--- config.mk ---
export PLATFORM = sky130hd
export DESIGN_NAME = i2c_eeprom_random_access_master
export DESIGN_NICKNAME = d
export VERILOG_FILES = /design/src/rtl/core/i2ceep_pkg.sv /design/src/rtl/core/i2ceep_seq.sv /design/src/rtl/core/i2c_eeprom_random_access_master.sv
export SDC_FILE = /design/constraint.sdc
export NUM_CORES = 1
export LEC_CHECK = 0
export BUFFER_PORTS_ARGS = -buffer_cell sky130_fd_sc_hd__clkbuf_2
export CAP_MARGIN = 20
export CORE_UTILIZATION = 34
export CTS_CLUSTER_DIAMETER = 200
export DETAILED_ROUTE_END_ITERATION = 10
export SYNTH_ARGS = -nofsm -noshare
export SYNTH_HDL_FRONTEND = slang
export SYNTH_HIERARCHICAL = 1
export SYNTH_SLANG_ARGS = --single-unit
--- constraint.sdc ---
create_clock -name clk -period 2.5 [get_ports clk]
set_input_delay 0.25 -clock clk [delete_from_list [all_inputs] [get_ports clk]]
set_output_delay 0.25 -clock clk [all_outputs]
set_load 0.05 [all_outputs]
--- src/rtl/core/i2ceep_pkg.sv ---
// Package: shared types and constants for the EEPROM random-access I2C master.
`timescale 1ns / 1ps
package i2ceep_pkg;

	localparam logic [7:0] ACK_TIMEOUT_RESET = 8'd50;

	localparam int SLOT_COUNT = 5;
	localparam int SLOT_W     = $clog2(SLOT_COUNT);

	// request byte slots
	localparam logic [SLOT_W-1:0] SLOT_DEV_WRITE = SLOT_W'(0);
	localparam logic [SLOT_W-1:0] SLOT_ADDR_HIGH = SLOT_W'(1);
	localparam logic [SLOT_W-1:0] SLOT_ADDR_LOW  = SLOT_W'(2);
	localparam logic [SLOT_W-1:0] SLOT_DATA      = SLOT_W'(3);
	localparam logic [SLOT_W-1:0] SLOT_DEV_READ  = SLOT_W'(4);

	localparam int IN_DATA_W  = 48;
	localparam int OUT_DATA_W = 16;

	// one phase tick with request fields
	typedef struct packed {
		logic       start_request;
		logic       kind;
		logic [7:0] device_write_byte;
		logic [7:0] device_read_byte;
		logic [7:0] address_high;
		logic [7:0] address_low;
		logic [7:0] write_data;
		logic       sda_in;
	} item_t;

	// bus levels and status after one phase
	typedef struct packed {
		logic       scl_level;
		logic       sda_level;
		logic       busy_res;
		logic       done_res;
		logic [7:0] read_data;
		logic       ack_missing;
	} result_t;

endpackage

--- src/rtl/core/i2ceep_seq.sv ---
// Phase sequencer: START, byte shifting, ACK polling, read shift-in, NACK and STOP.
`timescale 1ns / 1ps
module i2ceep_seq (
	input  logic                clk,
	input  logic                arst_n,
	input  logic                step_en,
	input  logic [7:0]          ack_timeout,
	input  i2ceep_pkg::item_t   item,
	output i2ceep_pkg::result_t result
);
	import i2ceep_pkg::*;

	typedef enum logic [4:0] {
		PH_IDLE  = 5'd0,  PH_S1    = 5'd1,  PH_S2    = 5'd2,  PH_S3    = 5'd3,
		PH_BLOW  = 5'd4,  PH_BDATA = 5'd5,  PH_BHIGH = 5'd6,  PH_BFALL = 5'd7,
		PH_AREL  = 5'd8,  PH_ACLK  = 5'd9,  PH_AWAIT = 5'd10, PH_AFALL = 5'd11,
		PH_RREL  = 5'd12, PH_RLOW  = 5'd13, PH_RHIGH = 5'd14, PH_NLOW  = 5'd15,
		PH_NHIGH = 5'd16, PH_NFALL = 5'd17, PH_P1    = 5'd18, PH_P2    = 5'd19,
		PH_P3    = 5'd20
	} phase_t;

	phase_t      phase_q, phase_d, phase_cur;
	logic [1:0]  byte_idx_q, byte_idx_d, byte_idx_inc;
	logic [3:0]  bit_cnt_q, bit_cnt_d, bit_cnt_inc;
	logic [7:0]  tx_shift_q, tx_shift_d;
	logic [7:0]  rx_shift_q, rx_shift_d;
	logic [7:0]  wait_cnt_q, wait_cnt_d;
	logic        is_read_q, is_read_d;
	logic        nack_q, nack_d;
	logic        scl_q, scl_d;
	logic        sda_q, sda_d;
	logic        done_d;
	logic        start;
	logic [SLOT_W-1:0] load_slot;
	logic [7:0]  req_bytes_q [SLOT_COUNT];

	assign start        = (phase_q == PH_IDLE) && item.start_request;
	assign byte_idx_inc = byte_idx_q + 2'd1;
	assign bit_cnt_inc  = bit_cnt_q + 4'd1;

	// slot of the next byte; the fourth byte of a read is the device read byte
	always_comb begin
		load_slot = SLOT_W'(byte_idx_inc);
		if (is_read_q && (byte_idx_inc == 2'd3)) begin
			load_slot = SLOT_DEV_READ;
		end
	end

	always_comb begin
		phase_d    = phase_q;
		byte_idx_d = byte_idx_q;
		bit_cnt_d  = bit_cnt_q;
		tx_shift_d = tx_shift_q;
		rx_shift_d = rx_shift_q;
		wait_cnt_d = wait_cnt_q;
		is_read_d  = is_read_q;
		nack_d     = nack_q;
		scl_d      = scl_q;
		sda_d      = sda_q;
		done_d     = 1'b0;
		phase_cur  = phase_q;

		if (start) begin
			is_read_d  = item.kind;
			nack_d     = 1'b0;
			byte_idx_d = 2'd0;
			tx_shift_d = item.device_write_byte;
			bit_cnt_d  = 4'd0;
			phase_cur  = PH_S1;
		end

		unique case (phase_cur)
			PH_S1: begin
				sda_d = 1'b1; phase_d = PH_S2;
			end
			PH_S2: begin
				scl_d = 1'b1; phase_d = PH_S3;
			end
			PH_S3: begin
				sda_d = 1'b0; phase_d = PH_BLOW;
			end
			PH_BLOW: begin
				scl_d = 1'b0; phase_d = PH_BDATA;
			end
			PH_BDATA: begin
				sda_d = tx_shift_q[7]; phase_d = PH_BHIGH;
			end
			PH_BHIGH: begin
				scl_d = 1'b1; phase_d = PH_BFALL;
			end
			PH_BFALL: begin
				scl_d      = 1'b0;
				tx_shift_d = {tx_shift_q[6:0], 1'b0};
				bit_cnt_d  = bit_cnt_inc;
				phase_d    = (bit_cnt_inc >= 4'd8) ? PH_AREL : PH_BLOW;
			end
			PH_AREL: begin
				sda_d      = 1'b1;
				wait_cnt_d = 8'd0;
				phase_d    = PH_ACLK;
			end
			PH_ACLK: begin
				scl_d = 1'b1; phase_d = PH_AWAIT;
			end
			PH_AWAIT: begin
				if (!item.sda_in) begin
					phase_d = PH_AFALL;
				end else if (wait_cnt_q < ack_timeout) begin
					wait_cnt_d = wait_cnt_q + 8'd1;
				end else begin
					nack_d  = 1'b1;
					phase_d = PH_AFALL;
				end
			end
			PH_AFALL: begin
				scl_d = 1'b0;
				if (byte_idx_q != 2'd3) begin
					byte_idx_d = byte_idx_inc;
					tx_shift_d = req_bytes_q[load_slot];
					bit_cnt_d  = 4'd0;
					// reads go back through a repeated START before the device read byte
					phase_d    = (is_read_q && (byte_idx_inc == 2'd3)) ? PH_S1 : PH_BLOW;
				end else if (is_read_q) begin
					bit_cnt_d = 4'd0;
					phase_d   = PH_RREL;
				end else begin
					phase_d = PH_P1;
				end
			end
			PH_RREL: begin
				sda_d = 1'b1; phase_d = PH_RLOW;
			end
			PH_RLOW: begin
				scl_d = 1'b0; phase_d = PH_RHIGH;
			end
			PH_RHIGH: begin
				scl_d      = 1'b1;
				rx_shift_d = {rx_shift_q[6:0], item.sda_in};
				bit_cnt_d  = bit_cnt_inc;
				phase_d    = (bit_cnt_inc >= 4'd8) ? PH_NLOW : PH_RREL;
			end
			PH_NLOW: begin
				scl_d = 1'b0; sda_d = 1'b1; phase_d = PH_NHIGH;
			end
			PH_NHIGH: begin
				scl_d = 1'b1; phase_d = PH_NFALL;
			end
			PH_NFALL: begin
				scl_d = 1'b0; phase_d = PH_P1;
			end
			PH_P1: begin
				sda_d = 1'b0; phase_d = PH_P2;
			end
			PH_P2: begin
				scl_d = 1'b1; phase_d = PH_P3;
			end
			PH_P3: begin
				sda_d   = 1'b1;
				done_d  = 1'b1;
				phase_d = PH_IDLE;
			end
			default: begin
				phase_d = PH_IDLE;
			end
		endcase
	end

	always_ff @(posedge clk or negedge arst_n) begin
		if (!arst_n) begin
			phase_q    <= PH_IDLE;
			byte_idx_q <= 2'd0;
			bit_cnt_q  <= 4'd0;
			tx_shift_q <= 8'd0;
			rx_shift_q <= 8'd0;
			wait_cnt_q <= 8'd0;
			is_read_q  <= 1'b0;
			nack_q     <= 1'b0;
			scl_q      <= 1'b1;
			sda_q      <= 1'b1;
		end else if (step_en) begin
			phase_q    <= phase_d;
			byte_idx_q <= byte_idx_d;
			bit_cnt_q  <= bit_cnt_d;
			tx_shift_q <= tx_shift_d;
			rx_shift_q <= rx_shift_d;
			wait_cnt_q <= wait_cnt_d;
			is_read_q  <= is_read_d;
			nack_q     <= nack_d;
			scl_q      <= scl_d;
			sda_q      <= sda_d;
		end
	end

	// request bytes, written on every start
	always_ff @(posedge clk) begin
		if (step_en && start) begin
			req_bytes_q[SLOT_DEV_WRITE] <= item.device_write_byte;
			req_bytes_q[SLOT_ADDR_HIGH] <= item.address_high;
			req_bytes_q[SLOT_ADDR_LOW]  <= item.address_low;
			req_bytes_q[SLOT_DATA]      <= item.write_data;
			req_bytes_q[SLOT_DEV_READ]  <= item.device_read_byte;
		end
	end

	assign result.scl_level   = scl_d;
	assign result.sda_level   = sda_d;
	assign result.busy_res    = (phase_d != PH_IDLE);
	assign result.done_res    = done_d;
	assign result.read_data   = rx_shift_d;
	assign result.ack_missing = nack_d;

endmodule

--- src/rtl/core/i2c_eeprom_random_access_master.sv ---
// Top level: stream wrapper around the EEPROM random-access I2C phase sequencer.
`timescale 1ns / 1ps
// Bit-level I2C master for EEPROMs with a two-byte memory address. Each input
// transaction is one bus phase tick: it carries a start strobe with the
// request bytes and the SDA level sampled in that phase, and yields exactly
// one output transaction with the SCL/SDA levels to drive after the phase plus
// status. Throughput is one transaction per clock while results are taken: the
// phase sequencer takes one step per accepted tick and its result lands in the
// output register, valid in the cycle after the tick is accepted. A new tick
// enters in the same cycle the waiting result is taken; while a result sits
// unread the input stalls.
// A write runs START, device write byte, address high, address low, data,
// each with an ACK wait, then STOP. A read sends the device write byte and
// both address bytes, a repeated START and the device read byte, shifts in 8
// bits MSB first, then sends NACK and STOP. An ACK wait polls SDA for up to
// ack_timeout extra phases; a timeout sets ack_missing and the sequence goes on.
// A start strobe while busy is ignored. The user writes ack_timeout (reset value
// 50) through cfg_write_en / cfg_write_data only while idle; the block won't check.
module i2c_eeprom_random_access_master (
	input  logic                               clk,
	input  logic                               arst_n,
	input  logic                               cfg_write_en,
	input  logic [7:0]                         cfg_write_data,
	input  logic                               s_tvalid,
	output logic                               s_tready,
	// [0] start_request, [8:1] device_write_byte, [16:9] device_read_byte,
	// [24:17] address_high, [32:25] address_low, [40:33] write_data, [41] sda_in
	input  logic [i2ceep_pkg::IN_DATA_W-1:0]   s_tdata,
	// [0] kind
	input  logic                               s_tuser,
	output logic                               m_tvalid,
	input  logic                               m_tready,
	// [0] scl_level, [1] sda_level, [2] busy_res, [3] done_res,
	// [11:4] read_data, [12] ack_missing
	output logic [i2ceep_pkg::OUT_DATA_W-1:0]  m_tdata
);
	import i2ceep_pkg::*;

	logic       ack_timeout_q;
	logic [7:0] ack_timeout_val_q;
	logic       accept;
	logic       m_tvalid_q;
	item_t      item;
	result_t    result;
	result_t    result_q;

	// output register frees up whenever it is empty or being drained
	assign s_tready = !m_tvalid_q || m_tready;
	assign accept   = s_tvalid && s_tready;

	assign item.start_request     = s_tdata[0];
	assign item.kind              = s_tuser;
	assign item.device_write_byte = s_tdata[8:1];
	assign item.device_read_byte  = s_tdata[16:9];
	assign item.address_high      = s_tdata[24:17];
	assign item.address_low       = s_tdata[32:25];
	assign item.write_data        = s_tdata[40:33];
	assign item.sda_in            = s_tdata[41];

	always_ff @(posedge clk or negedge arst_n) begin
		if (!arst_n) begin
			ack_timeout_val_q <= ACK_TIMEOUT_RESET;
			ack_timeout_q     <= 1'b0;
		end else begin
			ack_timeout_q <= cfg_write_en;
			if (cfg_write_en) begin
				ack_timeout_val_q <= cfg_write_data;
			end
		end
	end

	i2ceep_seq u_seq (
		.clk         (clk),
		.arst_n      (arst_n),
		.step_en     (accept),
		.ack_timeout (ack_timeout_val_q),
		.item        (item),
		.result      (result)
	);

	always_ff @(posedge clk or negedge arst_n) begin
		if (!arst_n) begin
			m_tvalid_q <= 1'b0;
		end else if (s_tready) begin
			m_tvalid_q <= s_tvalid;
		end
	end

	always_ff @(posedge clk) begin
		if (accept) begin
			result_q <= result;
		end
	end

	assign m_tvalid = m_tvalid_q;
	assign m_tdata  = {3'b000, result_q.ack_missing, result_q.read_data,
	                   result_q.done_res, result_q.busy_res,
	                   result_q.sda_level, result_q.scl_level};

`ifndef SYNTHESIS
	// finishing STOP always leaves the sequencer idle
	a_done_not_busy: assert property (@(posedge clk) disable iff (!arst_n)
		m_tvalid && m_tdata[3] |-> !m_tdata[2])
		else $error("done reported while still busy");

	// an empty output register never stalls the input side
	a_ready_when_empty: assert property (@(posedge clk) disable iff (!arst_n)
		!m_tvalid |-> s_tready)
		else $error("input stalled with empty output register");

	// a configuration write lands in the timeout register
	a_cfg_taken: assert property (@(posedge clk) disable iff (!arst_n)
		ack_timeout_q |-> ack_timeout_val_q == $past(cfg_write_data))
		else $error("ack timeout write lost");
`endif

endmodule

## Word level (Yosys, flattened, before mapping)

Memory sizes are Yosys's and may differ from the RTL's.
Index checks and enable logic that the tools add are counted.
W data, S select, Z words.

| word-level totals | value |
|---|---|
| output and inout bits | 18 |
| word-level logic and storage cells | 97 |
| memories | 1 |
| register bits | 61 |
| memory bits (writable) | 40 |
| input port bits | 62 |

Memories:

| memory | words | width | rd ports | clocked after memory_dff | wr ports | line | source |
|---|---|---|---|---|---|---|---|
| u_seq.req_bytes_q | 5 | 8 | 1 | 0 | 5 | i2ceep_seq.sv:35 | `logic [7:0] req_bytes_q [SLOT_COUNT];` |

| cells by class | value |
|---|---|
| $lt $le $gt $ge | 2 |
| muxes and demuxes | 33 |
| $add $sub $neg | 3 |
| equal/unequal tests | 24 |
| reduce and logical (&&, ||, !) cells | 16 |

Operators with widths:

| operator | count |
|---|---|
| $pmux W5 S19 | 1 |
| $eq A5 B4 Y1 const B | 8 |
| $mux W8 | 5 |
| $pmux W8 S2 | 2 |
| $eq A5 B5 Y1 const B | 5 |
| $mux W5 | 5 |
| $eq A5 B3 Y1 const B | 4 |
| $mux W4 | 4 |
| $reduce_or A6 Y1 | 2 |
| $eq A5 B2 Y1 const B | 2 |
| $add A8 B1 Y8 const B | 1 |
| $lt A8 B8 Y1 | 1 |
| $mux W2 | 4 |
| $pmux W4 S2 | 1 |
| $mux W1 | 7 |
| $mux W3 | 2 |
| $eq A5 B1 Y1 const B | 1 |
| $logic_not A5 Y1 | 1 |
| $reduce_bool A5 Y1 | 1 |
| $reduce_or A5 Y1 | 1 |
| $add A4 B1 Y4 const B | 1 |
| $ge A4 B4 Y1 const B | 1 |
| $logic_and A1 B1 Y1 | 4 |
| $ne A2 B2 Y1 const B | 2 |
| other kinds (11) | 12 |

## Logic depth before layout (Yosys ltp)

| logic depth | value |
|---|---|
| depth after elaboration | 7 |
| gate-level depth with buffers | 11 |
| mapped depth without buffers | 8 |

## Cells and area by module

Netlist, hierarchy kept.

By module, submodules not included:

| module | cells an instance | seq. area each (µm²) | area an instance (µm²) | instances |
|---|---|---|---|---|
| i2ceep_seq | 369 | 2179.6 | 4090.2 | 1 |
| i2c_eeprom_random_access_master | 38 | 619.3 | 795.8 | 1 |

## Worst setup path before layout

Ideal clock, no wire load.

| path | value |
|---|---|
| path kind | register to register |
| start | register m_tvalid_q, in the netlist m_tvalid |
| end | memory u_seq.req_bytes_q[0][0], enable pin |
| cell stages (with the launch flop) | 7 |
| library setup time | 0.395 ns |
| slack | -0.777 ns |
| period minus slack after synthesis | 3.277 ns |
| path buffers | 2 |
| arrival | 2.883 ns |
| cell sequence | dfrtp_1 > nand2b_1 > and2_1 > clkbuf_1 > nand2_1 > buf_2 > inv_1 |

RTL lines:

| item | line | source |
|---|---|---|
| from (decl) | i2c_eeprom_random_access_master.sv:42 | `logic m_tvalid_q;` |
| from (signal assigned) | i2c_eeprom_random_access_master.sv:85 | `m_tvalid_q <= s_tvalid;` |
| to (decl) | i2ceep_seq.sv:35 |  |

## Worst setup path after layout

| path | value |
|---|---|
| start | register ack_timeout_val_q[5] |
| end | register u_seq.wait_cnt_q[6] |

| on the way | value |
|---|---|
| cells in the longest elaborated chain, start to end | 3 |

RTL lines:

| item | line | source |
|---|---|---|
| from (decl) | i2c_eeprom_random_access_master.sv:40 | `logic [7:0] ack_timeout_val_q;` |
| from (signal assigned) | i2c_eeprom_random_access_master.sv:67 | `ack_timeout_val_q <= cfg_write_data;` |
| $lt A8 B8 Y1 | i2ceep_seq.sv:108 | `end else if (wait_cnt_q < ack_timeout) begin` |
| $ne A2 B1 Y1 (no line) | n/a |  |
| $reduce_and A4 Y1 (no line) | n/a |  |
| to (signal assigned) | i2ceep_seq.sv:186 | `wait_cnt_q <= wait_cnt_d;` |
| to (decl) | i2ceep_seq.sv:27 | `logic [7:0] wait_cnt_q, wait_cnt_d;` |

Every way passes these cells.
A chain may end at the register's enable or synchronous reset.

==> results.yml <==
sta:
  rsz0062_at_grt: "no"
  finalClockSkew_ps: 6.313
  finalSetupViolations: 0
  worst_hold_slack_ps: -4.599
  min_period_ps: 2417
  worst_pin_slew_ps: 830.9
  finalHoldViolCount: 23
  maxSlewHeadroom_pct: 44.61
  tns_ps: 0
  timing.fmax_mhz: 413.7
  fin_crit_sh_pct: 96.69
  timing.final.max_slew_violations: 0
critical_path:
  cp_max_fo: 5
  worstPathRequired_ps: 2770
  crit_slowest_cell: "dfstp_2"
  r2r-start: "ack_timeout_val_q[5]"
  path_class: "reg -> reg"
  r2r-end: "u_seq/wait_cnt_q[6]"
  worstPathArrival_ps: 2690
  cp_cell_sequence: "inv_1, ha_1, a211o_1, o211ai_1, o311ai_2, o21a_2, buf_4, or3_1, a21oi_1"
  crit_family: "compound AO/OA/AOI/OAI gates"
  worst_path_largest_cell_delay_ps: 530
  reg2regPathDepth: 9
  reg2reg_slack_ps: 80
  critPathLaunchType: "flip-flop"
  endpoint_kind: "flip-flop"
  path_buf_inv: 2
detailed_routing:
  drtIter0Drc: 150
  ant_nets: 0
  wl_per_cell_um: 14.82
  vias_per_cell: 5.169
  vias: 3453
  routed_wl_um: 9898
  drc: 0
  dr.pass1.iters: 4
logic_synthesis:
  synth_seq_cells: 101
  synth_ff_type: "edfxtp_1"
  synth.most_common_cell: "edfxtp_1"
  synthDistinctLibCells: 59
  avgSynthCellArea_um2: 12.00
  netlist.area_leader.share_pct: 32.57
  synth_commonest_cells: "edfxtp_1, dfrtp_1, nand2_1, o21ai_0, a21oi_1"
  syn_area_mm2: 0.004886
  synth-edff-count: 53
  synth_top_area_cell: "edfxtp_1"
  ys_async_sr_fraction_pct: 47.52
  synthTopCellsByArea: "edfxtp_1, dfrtp_1, mux2_2"
  netlist_instances: 407
  ys_seq_area_share_pct: 57.29
  yosysWarnings: 6
clocking:
  cts_tree: "yes"
  cts-root-buf: "clkbuf_16"
  clock-sinks: 101
  clockBufferDepth: 2
  clk_pin_slew_worst_paths_ps: 70
  htreeDepth: 3
  cts.hold.buffers_added: 0
  clk_latency_ps: 350
  cts_inserted_buffers: 9
layout:
  layout.nets: 556
  fillerInstances: 1297
  multi_input_area_mm2: 0.001919
  diodes: 0
  syn2layout_area_growth_pct: 18.77
  drive_gt1_share_pct: 32.38
  layout.cells.non_filler: 668
  regArea_mm2: 0.002800
floorplanning:
  coreArea_mm2: 0.01393
  die_h_um: 121.9
  die-area_mm2: 0.01485
  start_util_pct: 35.06
  io_pins: 80
  fp.dieW_um: 121.9
  row_count: 43
place:
  place_hpwl_um: 7010
  gp_routability_congestion: 0.7716
  dpl.cell_count: 651
  numPortBuffers: 70
global_route:
  antenna_found_initial: 0
  grt_max_degree: 36
  gr-total-overflow: 0
  grt_pass1_vias: 3341
  grt_pass1_wl_um: 16040
  grt_usage_pct: 13.95
run_status:
  violations: "negative hold slack"
  outcome: "finished with violations"
power_and_ir_drop:
  finalPower_mw: 4.208
  total_leakage_power_nw: 2.410
  power.density_mw_per_mm2: 725.1
  irDropWorstVdd_v: 0.0003558
flow_run:
  drv_cap: 0
min_path:
  min_path_type: "in -> async"
## state kept, by name, indices dropped and copies added, names as in the netlist
register and cells:
ack_timeout_val_q 8, m_tdata 13, m_tvalid 1, u_seq/bit_cnt_q 4, u_seq/byte_idx_q 2, u_seq/is_read_q 1, u_seq/nack_q 1, u_seq/phase_q 5
u_seq/req_bytes_q 40, u_seq/rx_shift_q 8, u_seq/scl_q 1, u_seq/sda_q 1, u_seq/tx_shift_q 8, u_seq/wait_cnt_q 8
## per-layer routing
layer  global-route usage (%)  part of all wire, %  up-vias
li1                         -                    -     1653
met1                    18.20                   45     1666
met2                    22.56                   47      125
met3                    3.137                  6.5        9
met5                        0                    0        -
met4                    5.170                  1.0        0
## layout make-up
cell class / instances / share of cell area [%]
inverters: 16 / 1.100
clock buffers: 9 / 3.881
clock inverters: 7 / 1.100
repair buffers: 89 / 8.711
multi-input cells: 266 / 33.07
well taps: 180 / 3.881
flip-flops and latches: 101 / 48.25
## cell families after synthesis
family,synth area share (%)
compound gates,14.31
simple gates,10.88
flops,57.29
buf+inv,4.046
mux,10.22
fa+ha+maj,2.817
xor+xnor,0.3586
other cells,0.07675
## cells in the final DEF, fill, tap and decap left out, types with 5 or more instances in the layout
master      n
nand2b_1    7
mux2_2     21
o21ai_0    32
nor3_1      6
dfstp_2     5
a21oi_1    23
mux2_4      8
buf_4      18
o211ai_1    9
a31oi_1     7
ha_1       11
clkbuf_16   9
a22oi_1     7
nor2_1     19
clkbuf_2   70
nand2_1    32
edfxtp_1   53
nor2b_1     5
o21a_1      9
inv_1      15
mux4_2      5
dfrtp_1    42
## power breakdown
| group | total (mW) | internal (mW) | switching (mW) |
|---|---|---|---|
| clock | 1.36 | 0.701 | 0.660 |
| combinational | 0.885 | 0.348 | 0.537 |
| sequential | 1.96 | 1.89 | 0.0770 |
## through the flow
step | util [%] | setup WS, ps | area, um^2
final | 41.64 | 82.77 | 5803
after global routing | 41.64 | 5.683 | 5803
after CTS | 41.49 | 65.40 | 5782
after detailed placement | 39.42 | 83.06 | 5493
after global placement | 39.42 | 140.0 | 5493
after floorplan | - | 36.21 | 4907
## how the worst max path moves through the flow
stage	startpoint	end	slack, ps	cells past startpoint
after global placement	ack_timeout_val_q[5]	u_seq/wait_cnt_q[3]	140	8
after CTS	ack_timeout_val_q[5]	u_seq/wait_cnt_q[3]	70	8
final	ack_timeout_val_q[5]	u_seq/wait_cnt_q[6]	80	9
after global routing	ack_timeout_val_q[5]	u_seq/wait_cnt_q[3]	6	8
after floorplan	m_tvalid	u_seq/req_bytes_q[0][0]	40	6
after detailed placement	ack_timeout_val_q[5]	u_seq/wait_cnt_q[3]	80	8
## timing repair
| action | 4_1_cts | 5_1_grt |
|---|---|---|
| hold endpoints to repair | 0 | 0 |
| setup endpoints to repair | 0 | 1 |
| setup buffers | 0 | 1 |
| resized for setup | 0 | 2 |
(Power assumes the default switching activity.)
